`config.mk`:
```
export PLATFORM = sky130hd
export DESIGN_NAME = ble_crc_whiten_codec
export DESIGN_NICKNAME = d
export VERILOG_FILES = /design/src/rtl/bcw_pkg.sv /design/src/rtl/ble_crc_whiten_codec.sv /design/src/rtl/bcw_queue.sv /design/src/rtl/bcw_front.sv /design/src/rtl/bcw_back.sv
export SDC_FILE = /design/constraint.sdc
export NUM_CORES = 1
export LEC_CHECK = 0
export BUFFER_PORTS_ARGS = -buffer_cell sky130_fd_sc_hd__buf_4
export CAP_MARGIN = 10
export CORE_UTILIZATION = 48
export CTS_CLUSTER_SIZE = 12
export DETAILED_ROUTE_END_ITERATION = 6
export SYNTH_ARGS = -nofsm -noshare
export SYNTH_HDL_FRONTEND = slang
export SYNTH_SLANG_ARGS = --single-unit
```
`constraint.sdc`:
```
create_clock -name clock -period 3.25 [get_ports clock]
set_input_delay 0.4875 -clock clock [delete_from_list [all_inputs] [get_ports clock]]
set_output_delay 0.4875 -clock clock [all_outputs]
set_load 0.02 [all_outputs]
```
`src/rtl/bcw_pkg.sv`:
```
package bcw_pkg;

   localparam logic [23:0] CRC_INIT    = 24'h555555;
   localparam logic [23:0] CRC_TAPS    = 24'h00065B;
   localparam logic [7:0]  WHITEN_FB   = 8'h11;
   localparam logic [7:0]  SEED_FORCE  = 8'h02;
   localparam logic [5:0]  CHAN_RESET  = 6'd37;
   localparam int          QUEUE_DEPTH = 4;

   // Register indexes on the CSR port.
   localparam logic CSR_MODE_DECODE    = 1'b0;
   localparam logic CSR_WHITEN_CHANNEL = 1'b1;

   typedef struct packed {
      logic [7:0]  data;
      logic        last;
      logic        decode;
      logic        start;
      logic [7:0]  seed;
      logic [23:0] crc;
   } qent_type;

   typedef struct packed {
      logic [7:0] lfsr;
      logic [7:0] data;
   } whiten_type;

   function automatic logic [7:0] rev8(input logic [7:0] a);
      logic [7:0] v;
      for (int i = 0; i < 8; i++) begin
         v[7 - i] = a[i];
      end
      return v;
   endfunction

   function automatic logic [7:0] seed_of(input logic [5:0] chan);
      return rev8({2'b00, chan}) | SEED_FORCE;
   endfunction

   // Eight steps of the whitening LFSR, applied to data from bit 0 upward.
   function automatic whiten_type whiten(input logic [7:0] lfsr, input logic [7:0] b);
      whiten_type r;
      r.lfsr = lfsr;
      r.data = b;
      for (int i = 0; i < 8; i++) begin
         if (r.lfsr[7]) begin
            r.lfsr    = r.lfsr ^ WHITEN_FB;
            r.data[i] = ~r.data[i];
         end
         r.lfsr = {r.lfsr[6:0], 1'b0};
      end
      return r;
   endfunction

endpackage

```
`src/rtl/ble_crc_whiten_codec.sv`:
```
// Bluetooth LE byte coder: CRC-24 and data whitening, one byte per request.
// Request channel: req_valid, req_stall, req_byte, req_last. A byte is taken
// at a clock edge where req_valid is high and req_stall is low; req_last marks
// the final byte of a packet. Response channel: rsp_valid, rsp_stall, rsp_byte,
// rsp_last, with the same handshake and rsp_stall driven by the receiver.
// Configuration: csr_valid, csr_ready (always high), csr_index, csr_data.
// Index 0 selects decode mode (bit 0), index 1 the whitening channel. Write
// them only while no packet is in flight.
// The front stage updates the CRC in encode mode and pushes each accepted
// byte into a small queue; the back stage pops, whitens and loads it into the
// output register, which it owns. One byte leaves per cycle while rsp_stall
// is low, but an encoded last byte produces four response bytes (data plus
// three CRC bytes) and holds the back stage until all have left, so req_stall
// rises once the queue fills. A stalled response holds its value; the queue
// absorbs requests until it is full. Reset empties the queue and output
// register, selects encode mode and channel 37, and starts a new packet.
module ble_crc_whiten_codec #(
   parameter int QUEUE_DEPTH = bcw_pkg::QUEUE_DEPTH
) (
   input  logic       clock,
   input  logic       reset,
   input  logic       req_valid,
   output logic       req_stall,
   input  logic [7:0] req_byte,
   input  logic       req_last,
   output logic       rsp_valid,
   input  logic       rsp_stall,
   output logic [7:0] rsp_byte,
   output logic       rsp_last,
   input  logic       csr_valid,
   output logic       csr_ready,
   input  logic       csr_index,
   input  logic [5:0] csr_data
);
   import bcw_pkg::*;

   logic     push;
   logic     pop;
   logic     queue_full;
   logic     queue_empty;
   qent_type push_data;
   qent_type pop_data;

   bcw_front u_front (
      .clock      (clock),
      .reset      (reset),
      .req_valid  (req_valid),
      .req_stall  (req_stall),
      .req_byte   (req_byte),
      .req_last   (req_last),
      .csr_valid  (csr_valid),
      .csr_ready  (csr_ready),
      .csr_index  (csr_index),
      .csr_data   (csr_data),
      .push       (push),
      .push_data  (push_data),
      .queue_full (queue_full)
   );

   bcw_queue #(
      .DEPTH (QUEUE_DEPTH)
   ) u_queue (
      .clock     (clock),
      .reset     (reset),
      .push      (push),
      .push_data (push_data),
      .full      (queue_full),
      .pop       (pop),
      .pop_data  (pop_data),
      .empty     (queue_empty)
   );

   bcw_back u_back (
      .clock       (clock),
      .reset       (reset),
      .queue_empty (queue_empty),
      .pop_data    (pop_data),
      .pop         (pop),
      .rsp_valid   (rsp_valid),
      .rsp_stall   (rsp_stall),
      .rsp_byte    (rsp_byte),
      .rsp_last    (rsp_last)
   );

endmodule

```
`src/rtl/bcw_queue.sv`:
```
module bcw_queue #(
   parameter int DEPTH = bcw_pkg::QUEUE_DEPTH
) (
   input  logic              clock,
   input  logic              reset,
   input  logic              push,
   input  bcw_pkg::qent_type push_data,
   output logic              full,
   input  logic              pop,
   output bcw_pkg::qent_type pop_data,
   output logic              empty
);
   import bcw_pkg::*;

   localparam int PTR_W = (DEPTH > 1) ? $clog2(DEPTH) : 1;
   localparam int CNT_W = $clog2(DEPTH + 1);
   localparam logic [PTR_W-1:0] PTR_LAST = PTR_W'(DEPTH - 1);
   localparam logic [CNT_W-1:0] CNT_FULL = CNT_W'(DEPTH);

   qent_type         slot_ff [DEPTH];
   logic [PTR_W-1:0] wr_ptr_ff, wr_ptr_in;
   logic [PTR_W-1:0] rd_ptr_ff, rd_ptr_in;
   logic [CNT_W-1:0] count_ff, count_in;

   assign full     = (count_ff == CNT_FULL);
   assign empty    = (count_ff == '0);
   assign pop_data = slot_ff[rd_ptr_ff];

   always_comb begin
      wr_ptr_in = wr_ptr_ff;
      rd_ptr_in = rd_ptr_ff;
      count_in  = count_ff;
      if (push) begin
         wr_ptr_in = (wr_ptr_ff == PTR_LAST) ? '0 : wr_ptr_ff + 1'b1;
      end
      if (pop) begin
         rd_ptr_in = (rd_ptr_ff == PTR_LAST) ? '0 : rd_ptr_ff + 1'b1;
      end
      if (push && !pop) begin
         count_in = count_ff + 1'b1;
      end else if (pop && !push) begin
         count_in = count_ff - 1'b1;
      end
   end

   always_ff @(posedge clock) begin
      if (reset) begin
         wr_ptr_ff <= '0;
         rd_ptr_ff <= '0;
         count_ff  <= '0;
      end else begin
         wr_ptr_ff <= wr_ptr_in;
         rd_ptr_ff <= rd_ptr_in;
         count_ff  <= count_in;
      end
   end

   always_ff @(posedge clock) begin
      if (push) begin
         slot_ff[wr_ptr_ff] <= push_data;
      end
   end

endmodule

```
`src/rtl/bcw_front.sv`:
```
module bcw_front (
   input  logic              clock,
   input  logic              reset,
   input  logic              req_valid,
   output logic              req_stall,
   input  logic [7:0]        req_byte,
   input  logic              req_last,
   input  logic              csr_valid,
   output logic              csr_ready,
   input  logic              csr_index,
   input  logic [5:0]        csr_data,
   output logic              push,
   output bcw_pkg::qent_type push_data,
   input  logic              queue_full
);
   import bcw_pkg::*;

   logic        mode_ff;
   logic [5:0]  chan_ff;
   logic [23:0] crc_ff, crc_in;
   logic        in_packet_ff;
   logic        accept;
   logic        start;
   logic [23:0] crc_base;
   logic [23:0] crc_next;

   function automatic logic [23:0] crc_byte(input logic [23:0] c, input logic [7:0] d);
      logic [23:0] r;
      logic        top;
      r = c;
      for (int i = 0; i < 8; i++) begin
         top = r[23];
         r   = {r[22:0], 1'b0};
         if (top != d[i]) begin
            r = r ^ CRC_TAPS;
         end
      end
      return r;
   endfunction

   assign csr_ready = 1'b1;
   assign req_stall = queue_full;
   assign accept    = req_valid && !queue_full;
   assign push      = accept;

   assign start    = !in_packet_ff;
   assign crc_base = start ? CRC_INIT : crc_ff;
   assign crc_next = crc_byte(crc_base, req_byte);
   assign crc_in   = mode_ff ? crc_base : crc_next;

   always_comb begin
      push_data.data   = mode_ff ? rev8(req_byte) : req_byte;
      push_data.last   = req_last;
      push_data.decode = mode_ff;
      push_data.start  = start;
      push_data.seed   = seed_of(chan_ff);
      push_data.crc    = crc_next;
   end

   always_ff @(posedge clock) begin
      if (reset) begin
         mode_ff      <= 1'b0;
         chan_ff      <= CHAN_RESET;
         crc_ff       <= CRC_INIT;
         in_packet_ff <= 1'b0;
      end else begin
         if (csr_valid) begin
            case (csr_index)
               CSR_MODE_DECODE: begin
                  mode_ff <= csr_data[0];
               end
               CSR_WHITEN_CHANNEL: begin
                  chan_ff <= csr_data;
               end
               default: begin
               end
            endcase
         end
         if (accept) begin
            crc_ff       <= crc_in;
            in_packet_ff <= !req_last;
         end
      end
   end

endmodule

```
`src/rtl/bcw_back.sv`:
```
module bcw_back (
   input  logic              clock,
   input  logic              reset,
   input  logic              queue_empty,
   input  bcw_pkg::qent_type pop_data,
   output logic              pop,
   output logic              rsp_valid,
   input  logic              rsp_stall,
   output logic [7:0]        rsp_byte,
   output logic              rsp_last
);
   import bcw_pkg::*;

   logic        valid_ff, valid_in;
   logic [7:0]  byte_ff, byte_in;
   logic        last_ff, last_in;
   logic [7:0]  lfsr_ff, lfsr_in;
   logic [23:0] hold_ff, hold_in;
   logic [1:0]  crc_left_ff, crc_left_in;
   logic        advance;
   logic [7:0]  lfsr_base;
   whiten_type  wd;
   whiten_type  wc;

   assign rsp_valid = valid_ff;
   assign rsp_byte  = byte_ff;
   assign rsp_last  = last_ff;

   // The output register may load whenever it is empty or being taken.
   assign advance   = !valid_ff || !rsp_stall;
   assign pop       = advance && (crc_left_ff == 2'd0) && !queue_empty;
   assign lfsr_base = pop_data.start ? pop_data.seed : lfsr_ff;
   assign wd        = whiten(lfsr_base, pop_data.data);
   assign wc        = whiten(lfsr_ff, rev8(hold_ff[23:16]));

   always_comb begin
      valid_in    = valid_ff;
      byte_in     = byte_ff;
      last_in     = last_ff;
      lfsr_in     = lfsr_ff;
      hold_in     = hold_ff;
      crc_left_in = crc_left_ff;
      if (advance) begin
         valid_in = 1'b0;
         if (crc_left_ff != 2'd0) begin
            valid_in    = 1'b1;
            byte_in     = rev8(wc.data);
            last_in     = (crc_left_ff == 2'd1);
            lfsr_in     = wc.lfsr;
            hold_in     = {hold_ff[15:0], 8'h00};
            crc_left_in = crc_left_ff - 2'd1;
         end else if (!queue_empty) begin
            valid_in = 1'b1;
            lfsr_in  = wd.lfsr;
            if (pop_data.decode) begin
               byte_in = wd.data;
               last_in = pop_data.last;
            end else begin
               byte_in = rev8(wd.data);
               last_in = 1'b0;
               if (pop_data.last) begin
                  hold_in     = pop_data.crc;
                  crc_left_in = 2'd3;
               end
            end
         end
      end
   end

   always_ff @(posedge clock) begin
      if (reset) begin
         valid_ff    <= 1'b0;
         crc_left_ff <= 2'd0;
      end else begin
         valid_ff    <= valid_in;
         crc_left_ff <= crc_left_in;
      end
   end

   always_ff @(posedge clock) begin
      byte_ff <= byte_in;
      last_ff <= last_in;
      lfsr_ff <= lfsr_in;
      hold_ff <= hold_in;
   end

endmodule

```
---- After elaboration in Yosys (flattened, before gate mapping) ----
Memories as Yosys holds them, arrays and structs flattened. A register that Yosys moved wholly into a read port is not among the register bits.
Index checks and enable logic that the tools add are counted.
word-level totals
  flip-flop bits (word level) ............. 82
  bits in latches ......................... 0
  RAM bits ................................ 164
  ROM bits ................................ 0
  input port bits ......................... 21
  output and inout bits ................... 12
  logic and storage cells ................. 166
  memories ................................ 1
cells by class
  add/subtract/negate cells ............... 5
  $mul .................................... 0
  divide/modulo/power cells ............... 0
  magnitude comparators ................... 0
  equality and inequality tests ........... 14
  shift operators ......................... 0
  multiplexer cells ....................... 68
  bitwise logic cells ..................... 41
  reductions and logical operators ........ 23
memories
  memory           depth  width  read ports  clocked after memory_dff  write ports  RTL line         text
  u_queue.slot_ff  4      41     1           1                         1            bcw_queue.sv:20  qent_type slot_ff [DEPTH];
operators by type and width
  kind                 count
  $mux 24              6
  $mux 11              8
  $mux 5               14
  $mux 8               7
  $not 7->7            8
  $not 2->2            16
  $mux 1               21
  $not 1->1            17
  $mux 2               8
  $mux 6               2
  $logic_not 1->1      8
  $ne 1x1->1           8
  $mux 3               2
  $reduce_and 2->1     3
  $reduce_bool 2->1    3
  $logic_and 1x1->1    5
  $add 2x1->2 const B  2
  $eq 2x2->1 const B   2
  $reduce_and 4->1     1
  $add 3x1->3 const B  1
  $eq 3x3->1 const B   1
  $logic_not 3->1      1
  $sub 3x1->3 const B  1
  $eq 2x1->1 const B   1
  other kinds (5)      5

---- Depth between registers and ports, before layout ----
Gate-level depths: netlist of run 1.
  depth after elaboration ................. 20
  mapped depth ............................ 11
  gate-level depth less buffers ........... 9

---- Modules after synthesis ----
Synthesis of run 1 repeated with hierarchy kept, for this count alone.
second synthesis, totals
  cells, all modules ...................... 687
  area total of the unflattened synthesis .. 11165.7 µm²
modules (own cells, without submodules)
  module     times used  cells each  area an instance (µm²)  sequential area each (µm²)
  bcw_queue  1           269         6700.2                  5345.1
  bcw_back   1           175         2267.2                  1261.2
  bcw_front  1           243         2198.4                  640.6

---- Least setup slack after synthesis of run 1 ----
No wires, ideal clock.
  path type ............................... reg-to-reg
  start point ............................. register u_queue.count_ff[0]
  end point ............................... memory u_queue.slot_ff[3][0] (netlist name) (enable)
  library setup time ...................... 0.402 ns
  arrival time ............................ 2.223 ns
  required time ........................... 2.848 ns
  slack ................................... 0.624 ns
  cell stages (with the launch flop) ...... 7
  buffers on the path ..................... 2
  clock period less this slack ............ 2.626 ns
  cell sequence ........................... dfxtp_1 -> nor3b_1 -> nand2b_1 -> buf_2 -> inv_1 -> clkbuf_1 -> and2_1
on the way
  cells in the longest elaborated chain, start to end .. 5
ends and longest elaborated chain
  item                          RTL line                    text
  from (decl)                   bcw_queue.sv:23             logic [CNT_W-1:0] count_ff, count_in;
  from (signal assigned)        bcw_queue.sv:54             count_ff <= count_in;
  $eq 3x3->1                    bcw_queue.sv:25             assign full = (count_ff == CNT_FULL);
  named net req_stall           ble_crc_whiten_codec.sv:23  output logic req_stall,
  $logic_not 1->1               bcw_front.sv:43             assign accept = req_valid && !queue_full;
  $logic_and 1x1->1             bcw_front.sv:43
  named net push                ble_crc_whiten_codec.sv:37  logic push;
  $mux 1                        bcw_queue.sv:59             if (push) begin
  $mux 1 (implied by the code)  bcw_queue.sv:60             slot_ff[wr_ptr_ff] <= push_data;
  to (decl)                     bcw_queue.sv:20
The timed path passes the listed nets, and every way through them passes these cells.

---- Final worst setup path of run 1 ----
  start point ............................. register u_queue.count_ff[0]
  end point ............................... register u_queue.count_ff[2]
on the way
  cells in the longest elaborated chain, start to end .. 6
  elaborated cells between the ends (all ways) .. 15
  classes of those cells .................. add/sub (2); eq/ne (1); mux (2); reduce/logical (10)
ends and longest elaborated chain
  item
  parallel branches: the longest is 6 deep, another holds $sub 3x1->3
Parallel ways; which one is timed is not known. The select of a mux whose other input is x is not followed.
A chain may end at the register's enable or synchronous reset.

==> impl_metrics.json, run 1 <==
{
  "status": "finished clean",
  "stdcell_area_sq_mm": 0.0120,
  "ys_ff_latch": 248,
  "timing.final.ws_setup_ns": 0.672,
  "crit_fanout": 4,
  "placedCellCount": 948,
  "finalSetupTns_ns": 0,
  "worst_pin_slew_ns": 0.857,
  "crit_family": "simple AND/OR/NAND/NOR gates",
  "hpwl_um": 13900,
  "power_density_mw_per_mm2": 937,
  "grt_usage_pct": 19.7,
  "place_congestion": 0.816,
  "antenna_found_initial": 0,
  "syn_to_final_growth_pct": 12.7,
  "hold_viol": 0,
  "grt_overflow": 0,
  "cts_tree": "built",
  "p_leak_nw": 4.09,
  "io_buffers": 31,
  "htree_levels": 1,
  "p_clk_share_pct": 24.8,
  "grt_pass1_wl_um": 32900,
  "rsz0062_at_grt": "false",
  "drt_first_pass_iters": 5,
  "ys_async_sr_fraction_pct": 0,
  "worstPathArrival_ns": 3.03,
  "post_cts_buffers": 0,
  "synthFlopType": "edfxtp_1",
  "clk_latency_ns": 0.52,
  "pwr-share-seq_pct": 42.1,
  "cp.required_ns": 3.70,
  "yosysWarnings": 0,
  "slew_headroom_pct": 42.8,
  "slew_viol_final": 0,
  "fmax_mhz": 388,
  "ctsResizeCount": 0,
  "fin_nets": 726,
  "timing.final.crit_period_ns": 2.58,
  "netlist_area_sq_mm": 0.0106,
  "cts_num_sinks": 248,
  "synthesis.nets": 687,
  "skew_ns": 0.0100,
  "critPathCaptureType": "flop",
  "vias_per_cell": 5.48,
  "path_cells": "nor3_1 -> buf_4 -> nand3b_1 -> ha_1 -> inv_1 -> fa_1 -> xor2_1 -> or3_1 -> a21oi_1",
  "critPathMaxStageDelay_ns": 0.44,
  "dpl_cell_area_sq_mm": 0.0112,
  "layout.cells.non_filler": 992,
  "vias": 5435,
  "cp-start-kind": "flop",
  "fin_crit_sh_pct": 79.3,
  "dp_slack_ns": 0.670,
  "crit_type": "reg -> reg",
  "vdd_drop_max_mv": 0.479,
  "cp_slowest_cell": "fa_1",
  "syn_inst": 657,
  "cts_buffers": 26,
  "hold_path.class": "in -> reg",
  "dieArea_sq_mm": 0.0227,
  "first_iter_violations": 399,
  "wirelength_um": 21200,
  "drc_errors": 0,
  "pin_count": 33,
  "ctsHoldBuffers": 0,
  "finalSetupViolations": 0,
  "core_area_sq_mm": 0.0218,
  "maxCapViolCount": 0,
  "grt_pass1_vias": 5576,
  "avgSynthCellArea_sq_um": 16.2,
  "drive_above_1_share_pct": 22.1,
  "die_w_um": 151,
  "p_sw_mw": 3.49,
  "clk_transition_reported_paths_ns": 0.06,
  "comb_power_share_pct": 33.1,
  "grt_max_degree": 51,
  "synth_edf_count": 204,
  "start_util_pct": 48.8,
  "p_sw_share_pct": 31.1,
  "ys_types": 47,
  "n_fill_cell": 1743,
  "insertedDiodeCount": 0,
  "ant_nets": 0,
  "fp-row-count": 54,
  "ys_seq_area_share_pct": 66.0,
  "clockBufferDepth": 3,
  "cts-root-buf": "clkbuf_16",
  "wl_per_cell_um": 21.4,
  "die_y_um": 151,
  "cell_internal_pwr_mw": 7.72,
  "crit_buf_inv": 2
}
logic make-up after synthesis:
kind of cell	count (synthesis)	share of synthesized area (%)
adder cells (fa/ha/maj)	9	1.13
AO/OA/AOI/OAI	67	4.01
XOR/XNOR	87	8.24
buffers and inverters	48	2.15
AND/OR/NAND/NOR	112	4.99
multiplexers	85	13.4
flip-flops	248	66.0
other	1	0.0353
final cells by class:
class / instances / area (sq um) / share of cell area, %
multi-input cells: 361 / 3390 / 28.3
flip-flops and latches: 248 / 7010 / 58.6
well taps: 280 / 350 / 2.93
inverters: 12 / 45.0 / 0.377
repair buffers: 47 / 378 / 3.16
clock inverters: 4 / 47.5 / 0.397
clock buffers: 40 / 744 / 6.22
synthesized netlist by cell type (2+ instances only):
master,n,area (sq um)
dfxtp_1,44,881
a211o_1,3,26.3
and3_1,3,18.8
buf_1,2,7.51
xnor2_2,2,32.5
inv_1,12,45.0
a211oi_1,3,22.5
a22oi_1,12,90.1
and2_1,15,93.8
nor2_1,49,184
mux4_1,5,131
xor2_1,38,333
mux2i_1,17,170
nand2_1,17,63.8
clkbuf_1,18,67.6
nand3_1,4,20.0
buf_2,9,45.0
xnor3_1,6,135
a22o_1,3,26.3
o22ai_1,11,68.8
or2_2,4,25.0
clkbuf_2,2,10.0
ha_1,8,100
mux2_2,26,293
xnor2_1,40,350
mux4_2,36,811
a31oi_1,3,18.8
edfxtp_1,204,6130
nor3_1,3,15.0
buf_6,2,22.5
nand2b_1,13,81.3
buf_4,2,15.0
a21oi_1,25,125
o21ai_0,3,15.0
metal layers:
metal / up-vias / wire length [um] / track usage (%)
met5: - / 0 / 0
met4: 0 / 525 / 6.50
met3: 32 / 1050 / 2.79
met2: 121 / 9920 / 31.2
met1: 2742 / 9750 / 28.1
li1: 2540 / - / -
registers in the layout, summed over array words and instances (netlist names), 2 cells and up, named ones only:
name	flops
u_back.lfsr_ff	7
u_front.chan_ff	6
u_front.crc_ff	24
u_back.crc_left_ff	2
u_back.rsp_byte	8
u_queue.slot_ff	164
u_queue.wr_ptr_ff	2
u_queue.rd_ptr_ff	2
u_queue.count_ff	3
u_back.hold_ff	24
worst reg2reg max path, cell delays in order (launching register included):
cell and delay, ns:
dfxtp_1 0.35, nor3_1 0.23, buf_4 0.19, nand3b_1 0.34, ha_1 0.27, inv_1 0.07
fa_1 0.44, xor2_1 0.18, or3_1 0.30, a21oi_1 0.15
path summary, 6_finish.rpt:
kind	from	to	slack, ns	depth (start not counted)
worst min-delay path	req_last	u_front.in_packet_ff	0.19	2
worst max register to register	u_queue.count_ff[0]	u_queue.count_ff[2]	0.67	9
worst max-delay path	u_queue.count_ff[0]	u_queue.count_ff[2]	0.67	9
worst min register to register	u_front.crc_ff[8]	u_front.crc_ff[8]	0.49	2
power by group through the flow:
stage,Clock (mW),Sequential (mW),Combinational (mW)
after global routing,2.97,4.79,4.08
after detailed placement,0,4.80,3.73
after floorplan,0,4.71,2.83
final,2.78,4.72,3.71
after global placement,0,4.78,3.68
after CTS,2.84,4.74,3.76
metrics by stage:
| step | power, mW | util (%) | hold slack (ns) |
|---|---|---|---|
| after floorplan | 7.54 | - | 0.436 |
| after global placement | 8.46 | 51.3 | 0.451 |
| after detailed placement | 8.54 | 51.3 | 0.485 |
| after CTS | 11.3 | 55.0 | 0.168 |
| after global routing | 11.8 | 55.0 | 0.174 |
| final | 11.2 | 55.0 | 0.188 |
cell usage in the layout (no fill, tap or decap), types with 3 or more instances in the layout:
| cell | Yosys | routed |
|---|---|---|
| and2_1 | 15 | 11 |
| a22oi_1 | 12 | 12 |
| mux2i_1 | 17 | 17 |
| nand3_1 | 4 | 4 |
| a211o_1 | 3 | 3 |
| or2_2 | 4 | 4 |
| mux2_2 | 26 | 26 |
| a211oi_1 | 3 | 3 |
| nor2_1 | 49 | 49 |
| dfxtp_1 | 44 | 42 |
| a21oi_1 | 25 | 25 |
| edfxtp_1 | 204 | 204 |
| mux4_1 | 5 | 5 |
| buf_4 | 2 | 45 |
| o22ai_1 | 11 | 11 |
| nand2b_1 | 13 | 13 |
| ha_1 | 8 | 7 |
| a31oi_1 | 3 | 3 |
| nand2_1 | 17 | 17 |
| inv_1 | 12 | 12 |
| and2_2 | 0 | 4 |
| xnor2_1 | 40 | 40 |
| xnor3_1 | 6 | 6 |
| a22o_1 | 3 | 3 |
| and3_1 | 3 | 3 |
| nor3_1 | 3 | 3 |
| clkbuf_16 | 0 | 27 |
| clkbuf_1 | 18 | 11 |
| mux4_2 | 36 | 36 |
| xor2_1 | 38 | 38 |
| o21ai_0 | 3 | 3 |
Note: power is estimated with default switching activity, not from simulation.
==> inputs of run 2 (changes only) <==
--- a/config.mk
+++ b/config.mk
@@ -5,6 +5,7 @@
 export SDC_FILE = /design/constraint.sdc
 export NUM_CORES = 1
 export LEC_CHECK = 0
+export ABC_AREA = 1
 export BUFFER_PORTS_ARGS = -buffer_cell sky130_fd_sc_hd__buf_4
 export CAP_MARGIN = 10
 export CORE_UTILIZATION = 48
==> constraint.sdc (replaced) <==
create_clock -name clock -period 2.4 [get_ports clock]
set_input_delay 0.36 -clock clock [delete_from_list [all_inputs] [get_ports clock]]
set_output_delay 0.36 -clock clock [all_outputs]
set_load 0.02 [all_outputs]
==> run 2 against run 1 <==
Net effect:
- via count increased by 49%
- setup slack got worse by 0.39 ns
- core utilization increased by 1.5 points
- synthesized cell count increased by 74%
- area after synthesis increased by 6.9%
- cell count increased by 54%
- clock skew increased by 0.00075 ns
- sequential share of layout area decreased by 4.4 points
==> impl_metrics.json, run 2 <==
{
  "status": "finished clean",
  "layout.cells.non_filler": 1526,
  "vias": 8092,
  "synth.area.mux_share_pct": 0,
  "maxCapViolCount": 0,
  "skew_ns": 0.0108,
  "crit_fanout": 7,
  "clk_transition_reported_paths_ns": 0.06,
  "timing.final.ws_setup_ns": 0.285,
  "cp_slowest_cell": "fa_1",
  "whs_ns": 0.0274,
  "ys_async_sr_fraction_pct": 0,
  "critPathCaptureType": "flop",
  "yosysMostFrequentCell": "nand2_1",
  "yosysWarnings": 0,
  "die_y_um": 156,
  "ys_types": 41,
  "synthesis.nets": 1175,
  "drt_first_pass_iters": 5,
  "rsz0062_at_grt": "false",
  "drc_errors": 0,
  "start_util_pct": 49.5,
  "ys_top_cells_by_area": "edfxtp_1, nand2_1, dfxtp_1",
  "grt_pass1_wl_um": 42000,
  "synth_compound_area_share_pct": 10.1,
  "grt_usage_pct": 22.5,
  "netlist_area_sq_mm": 0.0114,
  "wl_per_cell_um": 17.2,
  "cp-start-kind": "flop",
  "layout_common_cells": "nand2_1, edfxtp_1, nor2_1",
  "synthFlopType": "edfxtp_1",
  "min_from": "csr_data[2]",
  "p_leak_nw": 5.10,
  "drive_above_1_share_pct": 12.0,
  "place_congestion": 0.861,
  "hpwl_um": 17000,
  "globalRouteMet3Util_pct": 3.44,
  "vdd_drop_max_mv": 0.607,
  "power_density_mw_per_mm2": 1260,
  "avgSynthCellArea_sq_um": 9.91,
  "synthXorXnorAreaFrac_pct": 3.70,
  "crit_family": "adder cells",
  "top_register": "u_queue.slot_ff",
  "yosysTopAreaCell": "edfxtp_1",
  "worstPathArrival_ns": 2.54,
  "worst_pin_slew_ns": 0.704,
  "die_w_um": 156,
  "wirelength_um": 26200,
  "met2_usage_pct": 35.3,
  "crit_type": "reg -> reg",
  "hold_path.class": "in -> reg",
  "rrSetupSlack_ns": 0.29,
  "cts_buffers": 27,
  "critPathMaxStageDelay_ns": 0.43,
  "synthAdderAreaFrac_pct": 1.06,
  "placedCellCount": 1475,
  "netlist_top_cells_count": "nand2_1, edfxtp_1, nor2_1",
  "slew_headroom_pct": 52.5,
  "insertedDiodeCount": 0,
  "fp-row-count": 55,
  "r2r_end": "u_queue.count_ff[2]",
  "cts_tree": "built",
  "grt_overflow": 0,
  "synth_edf_count": 204,
  "grt_util_met1_pct": 32.8,
  "first_iter_violations": 614,
  "grt_max_degree": 49,
  "antenna_found_initial": 0,
  "syn_to_final_growth_pct": 14.0,
  "dp_slack_ns": 0.282,
  "dieArea_sq_mm": 0.0243,
  "grt_pass1_vias": 7688,
  "holdPathStages": 3,
  "slew_viol_final": 0,
  "finalSetupViolations": 0,
  "crit_buf_inv": 2,
  "fmax_mhz": 473,
  "largest_reg_flops": 164,
  "ys_ff_latch": 248,
  "grt_busiest_layer": "met2",
  "yosys.area_share.simple_pct": 18.0,
  "synth_top_cell_area_share_pct": 54.0,
  "cp.required_ns": 2.82,
  "clk_latency_ns": 0.53,
  "final_common_cell": "nand2_1",
  "htree_levels": 1,
  "pin_count": 33,
  "io_buffers": 31,
  "clockBufferDepth": 3,
  "min_to": "u_front.chan_ff[2]",
  "synth_top_family_by_area": "simple AND/OR/NAND/NOR gates",
  "cts-root-buf": "clkbuf_16",
  "fin_crit_sh_pct": 88.1,
  "reg2regPathDepth": 10,
  "fin_util_pct": 56.5,
  "cp-startpoint": "u_back.crc_left_ff[0]",
  "fin_nets": 1222,
  "biggestRegsByFlops": "u_queue.slot_ff: 164 flops, u_back.hold_ff: 24 flops, u_front.crc_ff: 24 flops",
  "syn_inst": 1145,
  "ys_seq_area_share_pct": 61.7,
  "core_area_sq_mm": 0.0229,
  "ant_nets": 0,
  "path_cells": "inv_1 -> ha_2 -> nand3_1 -> ha_1 -> inv_1 -> fa_1 -> a21oi_1 -> o21ai_0 -> o21ai_0 -> a21oi_1",
  "vias_per_cell": 5.30,
  "timing.final.crit_period_ns": 2.11,
  "r2r_start": "u_back.crc_left_ff[0]",
  "cts_num_sinks": 248,
  "hold_viol": 0
}
==> run 2: cell types whose count changed after synthesis, moves of 26 or more <==
cell | before | now
nand2_1 | 17 | 249
nor2_1 | 49 | 160
o21ai_0 | 3 | 113
inv_1 | 12 | 81
nand3_1 | 4 | 68
mux4_2 | 36 | 0
xnor2_1 | 40 | 6
mux2_2 | 26 | 0
==> run 2: what timing repair did <==
action                                  CTS  global route
resized for setup                         0             1
buffers inserted                          0             0
hold endpoints to repair                  1             0
hold buffers                              1             0
endpoints found under the setup margin    0             1
==> run 2: power by group <==
| part | switching [mW] | total [mW] | leakage (nW) | internal [mW] |
|---|---|---|---|---|
| clock network | 1.62 | 3.78 | 0.398 | 2.16 |
| registers | 0.394 | 6.38 | 2.24 | 5.98 |
| logic | 4.11 | 6.11 | 2.47 | 2.01 |
| total | 6.12 | 16.3 | 5.10 | 10.2 |
==> run 2: layer usage <==
metal / routed length [um] / share of wire, %
met5: 0 / 0
met3: 1730 / 6.6
met2: 11800 / 45
met4: 459 / 1.8
met1: 12200 / 47
==> run 2: cell families (layout without fill, tap and decap cells) <==
logic type | count (synthesis) | after routing
AND/OR/NAND/NOR | 499 | 499
flip-flops | 248 | 248
AO/OA/AOI/OAI | 211 | 211
buffers and inverters | 141 | 209
XOR/XNOR | 36 | 36
adder cells (fa/ha/maj) | 9 | 9
other | 1 | 1
==> run 2: worst max-delay path by stage <==
stage / endpoint / slack (ns) / depth (start not counted)
final: u_queue.count_ff[2] / 0.29 / 10
after global routing: u_queue.count_ff[2] / 0.02 / 10
after CTS: u_queue.count_ff[2] / 0.28 / 9
after detailed placement: u_queue.count_ff[2] / 0.28 / 9
after global placement: u_queue.count_ff[2] / 0.32 / 9
after floorplan: u_queue.slot_ff[0][0] / -0.34 / 5
==> run 2: area by class of cell <==
cell class	count	area [sq um]
fill	1970	9970
sequential	248	7010
multi-input combinational	756	3770
clock buffer	39	751
timing repair buffer	74	646
tap	313	392
inverter	85	319
clock inverter	11	57.6
==> run 2: worst min-delay path, cell delays in order <==
cell and delay [ns]:
buf_4 0.08, nand2_1 0.04, nand3_1 0.05
==> run 2: metrics by stage <==
step	total power, mW	instance area [sq um]	TNS (ns)
after floorplan	10.6	11400	-56.06
after global placement	12.5	12100	0
after detailed placement	12.6	12100	0
after CTS	16.3	12900	0
after global routing	17.4	12900	0
final	16.3	12900	0
==> inputs of run 3 (changes only) <==
--- a/config.mk
+++ b/config.mk
@@ -11,6 +11,7 @@
 export CORE_UTILIZATION = 48
 export CTS_CLUSTER_SIZE = 12
 export DETAILED_ROUTE_END_ITERATION = 6
+export MAX_ROUTING_LAYER = met4
 export SYNTH_ARGS = -nofsm -noshare
 export SYNTH_HDL_FRONTEND = slang
 export SYNTH_SLANG_ARGS = --single-unit
==> run 3 against run 2 <==
Net effect:
- combinational power hardly changed
- clock-buffer cell count stayed put
- sequential power hardly changed
- global-route usage is 0.72 points higher
- routed wire length is 0.32% higher
- non-clock buffer count stayed put
- clock skew is 0.0028 ns higher
- critical path depth stayed put
- setup slack better by 0.0053 ns
- total power hardly changed
- critical path type unchanged
- largest cell class unchanged
- largest power group unchanged
==> impl_metrics.json, run 3 (synthesis results as in run 2) <==
{
  "layout_common_cells": "nand2_1, edfxtp_1, nor2_1",
  "fp-row-count": 55,
  "cp-start-kind": "flop",
  "finalSetupViolations": 0,
  "fin_util_pct": 56.5,
  "wirelength_um": 26300,
  "pin_count": 33,
  "wl_per_cell_um": 17.2,
  "hold_path.class": "in -> reg",
  "crit_fanout": 7,
  "final_common_cell": "nand2_1",
  "vias": 8052,
  "cts_tree": "built",
  "critPathMaxStageDelay_ns": 0.43,
  "clockBufferDepth": 3,
  "p_leak_nw": 5.10,
  "top_register": "u_queue.slot_ff",
  "post_cts_buffers": 0,
  "crit_buf_inv": 2,
  "timing.final.crit_period_ns": 2.11,
  "drc_errors": 0,
  "fmax_mhz": 474,
  "crit_type": "reg -> reg",
  "die_w_um": 156,
  "cts-root-buf": "clkbuf_16",
  "io_buffers": 31,
  "crit_family": "adder cells",
  "grt_max_degree": 49,
  "grt_usage_pct": 23.2,
  "path_cells": "inv_1 -> ha_2 -> nand3_1 -> ha_1 -> inv_1 -> fa_1 -> a21oi_1 -> o21ai_0 -> o21ai_0 -> a21oi_1",
  "critPathCaptureType": "flop",
  "first_iter_violations": 656,
  "drt_first_pass_iters": 5,
  "largest_reg_flops": 164,
  "biggestRegsByFlops": "u_queue.slot_ff: 164 flops, u_back.hold_ff: 24 flops, u_front.crc_ff: 24 flops",
  "worst_pin_slew_ns": 0.707,
  "placedCellCount": 1475,
  "clk_latency_ns": 0.54,
  "place_congestion": 0.874,
  "rsz0062_at_grt": "false",
  "dieArea_sq_mm": 0.0243,
  "antenna_found_initial": 0,
  "slew_headroom_pct": 52.4,
  "grt_overflow": 0,
  "ant_nets": 0,
  "clk_transition_reported_paths_ns": 0.06,
  "fin_nets": 1222,
  "whs_ns": 0.0276,
  "cp_slowest_cell": "fa_1",
  "core_area_sq_mm": 0.0229,
  "power_density_mw_per_mm2": 1260,
  "drive_above_1_share_pct": 12.0,
  "die_y_um": 156,
  "cts_num_sinks": 248,
  "status": "finished clean",
  "vias_per_cell": 5.28,
  "vdd_drop_max_mv": 0.602,
  "grt_pass1_wl_um": 42000,
  "total_power_mw": 16.3,
  "syn_to_final_growth_pct": 14.0,
  "skew_ns": 0.0136,
  "layout.cells.non_filler": 1526,
  "grt_pass1_vias": 7684,
  "slew_viol_final": 0,
  "worstPathArrival_ns": 2.53,
  "cp.required_ns": 2.82,
  "fin_crit_sh_pct": 87.9,
  "maxCapViolCount": 0,
  "cts_buffers": 27,
  "hpwl_um": 17000,
  "n_fill_cell": 1970,
  "insertedDiodeCount": 0,
  "htree_levels": 1,
  "hold_viol": 0,
  "start_util_pct": 49.5
}
[run 3: cell counts in the layout (fill, tap and decap cells not counted)]
Identical to the previous run, type by type.
[run 3: power by group]
part           leakage (nW)  internal [mW]  total (mW)  switching (mW)
Sequential             2.24           5.98        6.37           0.392
Clock                 0.398           2.16        3.77            1.61
Combinational          2.47           2.01        6.12            4.11
[run 3: repair_timing]
| action | in CTS | in global routing |
|---|---|---|
| endpoints found under the setup margin | 0 | 1 |
| hold endpoints to repair | 1 | 0 |
| resized for setup | 0 | 1 |
| hold buffers | 1 | 0 |
[run 3: final timing paths]
path	from	end	slack, ns	depth (start not counted)
setup / recovery	u_back.crc_left_ff[0]	u_queue.count_ff[2]	0.29	10
hold / removal	csr_data[2]	u_front.chan_ff[2]	0.03	3
setup reg to reg	u_back.crc_left_ff[0]	u_queue.count_ff[2]	0.29	10
hold reg to reg	u_front.crc_ff[0]	u_front.crc_ff[0]	0.45	2
[run 3: layout make-up]
| class | instances | area [sq um] | share of cell area, % |
|---|---|---|---|
| repair buffers | 74 | 646 | 4.99 |
| clock buffers | 39 | 751 | 5.80 |
| inverters | 85 | 319 | 2.47 |
| clock inverters | 11 | 57.6 | 0.445 |
| multi-input cells | 756 | 3770 | 29.1 |
| well taps | 313 | 392 | 3.03 |
| flip-flops and latches | 248 | 7010 | 54.2 |
[run 3: metal layers]
layer	global-route usage, %	vias to the layer above	share of wire, %
met3	3.47	38	5.9
li1	-	3965	-
met4	5.56	0	1.7
met5	-	-	0
met1	32.9	3829	47
met2	35.3	220	45
[run 3: tightest hold or removal path, delay by kind of cell]
kind	cells	cell delay, ns
buf+inv	1	0.08
simple gates	2	0.09
[run 3: metrics by stage]
stage | TNS (ns) | cell area, sq um | worst slack [ns]
global placement | 0 | 12100 | 0.324
detailed placement | 0 | 12100 | 0.282
CTS | 0 | 12900 | 0.279
global route | 0 | 12900 | 0.0250
finish | 0 | 12900 | 0.291
floorplan | -56.06 | 11400 | -0.342
